[config.mk]
export PLATFORM = sky130hd
export DESIGN_NAME = wfct_ctrl
export DESIGN_NICKNAME = d
export VERILOG_FILES = /design/src/sv/wfct_pkg.sv /design/src/sv/wfct_ctrl.sv
export SDC_FILE = /design/constraint.sdc
export NUM_CORES = 1
export LEC_CHECK = 0
export ABC_CLOCK_PERIOD_IN_PS = 1550
export BUFFER_PORTS_ARGS = -buffer_cell sky130_fd_sc_hd__buf_2
export CELL_PAD_IN_SITES_DETAIL_PLACEMENT = 1
export CELL_PAD_IN_SITES_GLOBAL_PLACEMENT = 1
export CORE_MARGIN = 4
export CORE_UTILIZATION = 30
export DETAILED_ROUTE_END_ITERATION = 7
export PLACE_DENSITY_LB_ADDON = 0.1
export SYNTH_ARGS = -nofsm -noshare
export SYNTH_HDL_FRONTEND = slang
export SYNTH_SLANG_ARGS = --single-unit
[constraint.sdc]
create_clock -name clock -period 1.55 [get_ports clock]
set_input_delay 0.31 -clock clock [delete_from_list [all_inputs] [get_ports clock]]
set_output_delay 0.31 -clock clock [all_outputs]
set_load 0.01 [all_outputs]
[src/sv/wfct_pkg.sv]
// Package of the weighted feed consensus table: default sizes, constants,
// controller state type and the command and status structs.
// No dependencies.
`timescale 1ns / 1ps
`default_nettype none
package wfct_pkg;

   localparam int INSTRUMENT_COUNT_DEFAULT = 16;
   localparam int SOURCE_COUNT_DEFAULT     = 8;
   localparam int PRICE_BITS_DEFAULT       = 32;

   localparam logic [17:0] WEIGHT_MAX = 18'h3FFFF;
   localparam logic [17:0] USE_HALF   = 18'd32768;
   localparam logic [16:0] CONF_ONE   = 17'd65536;

   typedef enum logic [0:0] {
      OP_INGEST = 1'b0,
      OP_QUERY  = 1'b1
   } opcode_type;

   typedef enum logic [1:0] {
      DIV_MID,
      DIV_SPR,
      DIV_CONF,
      DIV_DMEAN
   } div_sel_type;

   typedef enum logic [3:0] {
      ST_IDLE,
      ST_P1_RD,
      ST_P1_MID,
      ST_P1_MUL,
      ST_P1_ACC,
      ST_CHECK,
      ST_DIV_MID,
      ST_DIV_SPR,
      ST_DIV_CONF,
      ST_P2_CHK,
      ST_P2_RD,
      ST_P2_MID,
      ST_P2_ACC,
      ST_P2_END,
      ST_DIV_DMEAN,
      ST_FINISH
   } state_type;

   typedef struct packed {
      logic        write_entry;
      logic        load_query;
      logic        src_clear;
      logic        src_next;
      logic        rd_issue;
      logic        p1_stage;
      logic        p1_mul;
      logic        p1_acc;
      logic        p2_stage;
      logic        p2_acc;
      logic        div_start;
      div_sel_type div_sel;
      logic        div_capture;
      div_sel_type cap_sel;
      logic        load_rsp;
   } cmd_type;

   typedef struct packed {
      logic src_last;
      logic wsum_zero;
      logic cmid_zero;
      logic dn_zero;
      logic inst_oob;
      logic div_done;
   } status_type;

endpackage
`default_nettype wire

[src/sv/wfct_ctrl.sv]
// Controller of the weighted feed consensus table: sequences ingest writes,
// the two source walks, the divisions and the result transfer.
// Depends on wfct_pkg.
`timescale 1ns / 1ps
`default_nettype none
module wfct_ctrl (
   input  wire logic                 clock,
   input  wire logic                 reset,
   input  wire logic                 req_valid,
   input  wire logic                 req_opcode,
   output logic                      req_ready,
   output logic                      rsp_valid,
   input  wire logic                 rsp_ready,
   input  wire wfct_pkg::status_type status,
   output wfct_pkg::cmd_type         cmd
);
   wfct_pkg::state_type state_ff, state_in;
   logic rsp_valid_ff, rsp_valid_in;

   always_ff @(posedge clock) begin
      if (reset) begin
         state_ff     <= wfct_pkg::ST_IDLE;
         rsp_valid_ff <= 1'b0;
      end else begin
         state_ff     <= state_in;
         rsp_valid_ff <= rsp_valid_in;
      end
   end

   always_comb begin
      state_in     = state_ff;
      rsp_valid_in = rsp_valid_ff && !rsp_ready;
      cmd          = '0;
      cmd.div_sel  = wfct_pkg::DIV_MID;
      cmd.cap_sel  = wfct_pkg::DIV_MID;
      req_ready    = (state_ff == wfct_pkg::ST_IDLE);
      case (state_ff)
         wfct_pkg::ST_IDLE: begin
            if (req_valid) begin
               if (req_opcode == wfct_pkg::OP_INGEST) begin
                  cmd.write_entry = 1'b1;
               end else begin
                  cmd.load_query = 1'b1;
                  state_in = status.inst_oob ? wfct_pkg::ST_FINISH : wfct_pkg::ST_P1_RD;
               end
            end
         end
         wfct_pkg::ST_P1_RD: begin
            cmd.rd_issue = 1'b1;
            state_in = wfct_pkg::ST_P1_MID;
         end
         wfct_pkg::ST_P1_MID: begin
            cmd.p1_stage = 1'b1;
            state_in = wfct_pkg::ST_P1_MUL;
         end
         wfct_pkg::ST_P1_MUL: begin
            cmd.p1_mul = 1'b1;
            state_in = wfct_pkg::ST_P1_ACC;
         end
         wfct_pkg::ST_P1_ACC: begin
            cmd.p1_acc = 1'b1;
            if (status.src_last) begin
               state_in = wfct_pkg::ST_CHECK;
            end else begin
               cmd.src_next = 1'b1;
               state_in = wfct_pkg::ST_P1_RD;
            end
         end
         wfct_pkg::ST_CHECK: begin
            if (status.wsum_zero) begin
               state_in = wfct_pkg::ST_FINISH;
            end else begin
               cmd.div_start = 1'b1;
               cmd.div_sel   = wfct_pkg::DIV_MID;
               state_in = wfct_pkg::ST_DIV_MID;
            end
         end
         wfct_pkg::ST_DIV_MID: begin
            if (status.div_done) begin
               cmd.div_capture = 1'b1;
               cmd.cap_sel     = wfct_pkg::DIV_MID;
               cmd.div_start   = 1'b1;
               cmd.div_sel     = wfct_pkg::DIV_SPR;
               state_in = wfct_pkg::ST_DIV_SPR;
            end
         end
         wfct_pkg::ST_DIV_SPR: begin
            if (status.div_done) begin
               cmd.div_capture = 1'b1;
               cmd.cap_sel     = wfct_pkg::DIV_SPR;
               cmd.div_start   = 1'b1;
               cmd.div_sel     = wfct_pkg::DIV_CONF;
               state_in = wfct_pkg::ST_DIV_CONF;
            end
         end
         wfct_pkg::ST_DIV_CONF: begin
            if (status.div_done) begin
               cmd.div_capture = 1'b1;
               cmd.cap_sel     = wfct_pkg::DIV_CONF;
               state_in = wfct_pkg::ST_P2_CHK;
            end
         end
         wfct_pkg::ST_P2_CHK: begin
            if (status.cmid_zero) begin
               state_in = wfct_pkg::ST_FINISH;
            end else begin
               cmd.src_clear = 1'b1;
               state_in = wfct_pkg::ST_P2_RD;
            end
         end
         wfct_pkg::ST_P2_RD: begin
            cmd.rd_issue = 1'b1;
            state_in = wfct_pkg::ST_P2_MID;
         end
         wfct_pkg::ST_P2_MID: begin
            cmd.p2_stage = 1'b1;
            state_in = wfct_pkg::ST_P2_ACC;
         end
         wfct_pkg::ST_P2_ACC: begin
            cmd.p2_acc = 1'b1;
            if (status.src_last) begin
               state_in = wfct_pkg::ST_P2_END;
            end else begin
               cmd.src_next = 1'b1;
               state_in = wfct_pkg::ST_P2_RD;
            end
         end
         wfct_pkg::ST_P2_END: begin
            if (status.dn_zero) begin
               state_in = wfct_pkg::ST_FINISH;
            end else begin
               cmd.div_start = 1'b1;
               cmd.div_sel   = wfct_pkg::DIV_DMEAN;
               state_in = wfct_pkg::ST_DIV_DMEAN;
            end
         end
         wfct_pkg::ST_DIV_DMEAN: begin
            cmd.div_sel = wfct_pkg::DIV_DMEAN;
            if (status.div_done) begin
               cmd.div_capture = 1'b1;
               cmd.cap_sel     = wfct_pkg::DIV_DMEAN;
               state_in = wfct_pkg::ST_FINISH;
            end
         end
         wfct_pkg::ST_FINISH: begin
            if (!rsp_valid_ff || rsp_ready) begin
               cmd.load_rsp = 1'b1;
               rsp_valid_in = 1'b1;
               state_in = wfct_pkg::ST_IDLE;
            end
         end
         default: begin
            state_in = wfct_pkg::ST_IDLE;
         end
      endcase
   end

   assign rsp_valid = rsp_valid_ff;
endmodule
`default_nettype wire

==> impl_metrics.env <==
export IMPL_maxCapViolCount=0
export IMPL_yosys_register_bits=5
export IMPL_slowest_stage="dfxtp_2"
export IMPL_grt_use_met3=0.0113
export IMPL_min_path_type="in -> reg"
export IMPL_setup_worst_path_end_class="primary output"
export IMPL_crit_family="buffers and inverters"
export IMPL_startpoint="state_ff[1]"
export IMPL_whs_path_depth=2
export IMPL_route_detailed_drc=0
export IMPL_die_width_um=53.5
export IMPL_vias_per_cell=5.20
export IMPL_critPathMaxStageDelay_ns=0.36
export IMPL_final_cell_area_mm2=0.00111
export IMPL_core_area_mm2=0.00196
export IMPL_cp_num_cells=6
export IMPL_area_growth_syn_to_layout_pct=79.0
export IMPL_grtUsageTotal=0.181
export IMPL_max_freq_mhz=570
export IMPL_synth_edf_count=0
export IMPL_reg2reg_from="state_ff[1]"
export IMPL_synth_area_top_cells="dfxtp_1, nand2_1, nand2b_1"
export IMPL_yosysTopAreaCellShare=0.161
export IMPL_slew_viol_final=0
export IMPL_synth_simple_gate_area_frac=0.359
export IMPL_rrSetupSlack_ns=-0.07
export IMPL_fin_cells=162
export IMPL_multi_input_area_um2=558
export IMPL_synth_largest_area_cell="dfxtp_1"
export IMPL_async_flop_share=0
export IMPL_max_slew_margin=0.792
export IMPL_grt_max_degree=16
export IMPL_fp_dieH_um=53.5
export IMPL_cts_root_buffer="clkbuf_4"
export IMPL_path_clk_slew_ns=0.05
export IMPL_rr_worst_depth=6
export IMPL_rsz0062_at_grt="true"
export IMPL_syn_nets=96
export IMPL_violations="negative setup slack"
export IMPL_cp_max_fo=7
export IMPL_overflow=0
export IMPL_vias=842
export IMPL_io_pins=30
export IMPL_critPathBufInv=3
export IMPL_synth_adder_area_share=0
export IMPL_status="finished with violations"
export IMPL_grt_pass1_vias=830
export IMPL_finalNetCount=147
export IMPL_crit_path_end="cmd[4]"
export IMPL_critPathLaunchType="register"
export IMPL_required_ns=1.24
export IMPL_worstReg2RegEnd="state_ff[0]"
export IMPL_synth_top_family_by_area="simple AND/OR/NAND/NOR gates"
export IMPL_finalWorstSetupSlack_ns=-0.203
export IMPL_post_dp_cell_area_um2=856
export IMPL_grt_busiest_layer="met2"
export IMPL_crit_arrival_ns=1.44
export IMPL_initial_utilization=0.316
export IMPL_yosys_mux_area_fraction=0.0343
export IMPL_clk_latency_ns=0.25
export IMPL_wirelength_um=2580
export IMPL_syn_cell_area_um2=621
export IMPL_vdd_drop_max_mv=0.955
export IMPL_dpl_hpwl_um=1700
export IMPL_dp_cells=148
export IMPL_grtUsageMet1=0.246
export IMPL_gp_congestion=0.803
export IMPL_crit_chain="buf_4, inv_1, a211oi_2, a21oi_1, nor2b_1, buf_2"
export IMPL_drt_pre_antenna_iters=4
export IMPL_period_needed_ns=1.75
export IMPL_hold_viol_final=0
export IMPL_dieArea_mm2=0.00286
export IMPL_n_antenna_cell=0
export IMPL_netlist_instances=85
export IMPL_ys_seq_area_frac=0.161
export IMPL_wl_per_cell_um=15.9
export IMPL_fin_skew_ns=0.00821
export IMPL_fillers=265
export IMPL_drtAntennaViolNets=0
export IMPL_grtUsageMet2=0.306
export IMPL_first_iter_violations=18
export IMPL_cts_htree_levels=1
export IMPL_cts_tree="yes"
export IMPL_synthXorXnorAreaFrac=0.0282
export IMPL_seq_area_um2=113
export IMPL_numClockSinks=5
export IMPL_synth_compound_area_frac=0.315
export IMPL_synth_avg_cell_area_um2=7.30
export IMPL_period_share=1.13
export IMPL_grt_pass1_wl_um=3860
export IMPL_numCtsBuffers=3
export IMPL_yosysWarnings=0
export IMPL_p_per_area_mw_per_mm2=1930
export IMPL_rows=16
export IMPL_synthFlopType="dfxtp_1"
export IMPL_setup_violations=17
export IMPL_critPathKind="reg -> out"
export IMPL_antenna_found_initial=0
export IMPL_synth_distinct_cells=37
export IMPL_portBuffers=29
export IMPL_p_leak_uw=0.000515
export IMPL_drive_above_1_share=0.600
export IMPL_worst_pin_slew_ns=0.310
export IMPL_clockBufferDepth=2
==> worst reg2reg max path, delay by kind of cell (launching register included) <==
kind                   cells  cell delay, ns
buffers and inverters      2            0.31
AO/OA/AOI/OAI              3            0.54
AND/OR/NAND/NOR            1            0.35
flip-flops                 1            0.34
==> worst min path at each step <==
stage,startpoint,end
CTS,reset,rsp_valid
finish,reset,state_ff[2]
detailed placement,rsp_valid,rsp_valid
global placement,rsp_valid,rsp_valid
floorplan,reset,rsp_valid
global route,reset,state_ff[2]
==> metal layers <==
metal  share of wire  wire length, um
met1            0.46             1190
met5               0                0
met3           0.030               77
met2            0.49             1270
met4           0.015               38
==> state kept, by name (all words and copies together), names as in the netlist <==
signal	flops
rsp_valid	1
state_ff	4
==> stage by stage <==
stage | power (uW) | utilization | setup WS, ns | hold WS [ns] | setup TNS [ns]
after floorplan | 1080 | - | 0.0218 | 0.379 | 0
after global placement | 1450 | 0.436 | -0.00450 | 0.532 | -0.00450
after detailed placement | 1460 | 0.436 | 0.00929 | 0.543 | 0
after CTS | 1910 | 0.518 | -0.162 | 0.288 | -1.18
after global routing | 2300 | 0.566 | -0.260 | 0.302 | -2.68
final | 2140 | 0.566 | -0.203 | 0.312 | -1.25
==> what timing repair did <==
item,in CTS,in global routing
setup buffers,6,4
setup endpoints to repair,19,20
hold buffers,0,0
gates resized for setup,24,13
pin swaps,11,5
==> where the power goes <==
group          switching (uW)  internal (uW)  total (uW)
Clock                    58.4           97.6         156
Combinational             820            862        1680
Sequential                104            202         306
Total                     983           1160        2140
==> cell usage after synthesis, types with 3 or more instances <==
master	instances
buf_2	3
o21ai_0	4
a211oi_1	3
a221oi_1	3
nor2_1	8
nor3_1	7
inv_1	3
dfxtp_1	5
nand2_1	10
nand2b_1	6
and2_1	3
==> area by class of cell <==
class | count | area share
Multi-Input combinational cell | 69 | 0.502
Timing Repair Buffer | 53 | 0.327
Sequential cell | 5 | 0.101
Tap cell | 27 | 0.0304
Clock buffer | 4 | 0.0236
Inverter | 4 | 0.0158
==> cells by family (layout without fill, tap and decap cells) <==
family,Yosys count,count (layout)
buffers and inverters,11,61
and+or+nand+nor,42,42
muxes,2,2
AOI/OAI and AO/OA,23,23
xor gates and xnor gates,2,2
DFF,5,5
==> cells in the final DEF (no fill, tap or decap), drive strengths merged, types with 2 or more instances in the layout <==
| master | count |
|---|---|
| clkbuf | 4 |
| nor2b | 2 |
| a21oi | 2 |
| o32ai | 2 |
| nor4 | 2 |
| a221oi | 3 |
| nor3 | 7 |
| and2 | 3 |
| nand2 | 10 |
| dfxtp | 5 |
| nor2 | 8 |
| and3 | 2 |
| nand2b | 6 |
| inv | 3 |
| o21ai | 4 |
| buf | 53 |
| a211oi | 3 |
Note: power is estimated with default switching activity, not from simulation.
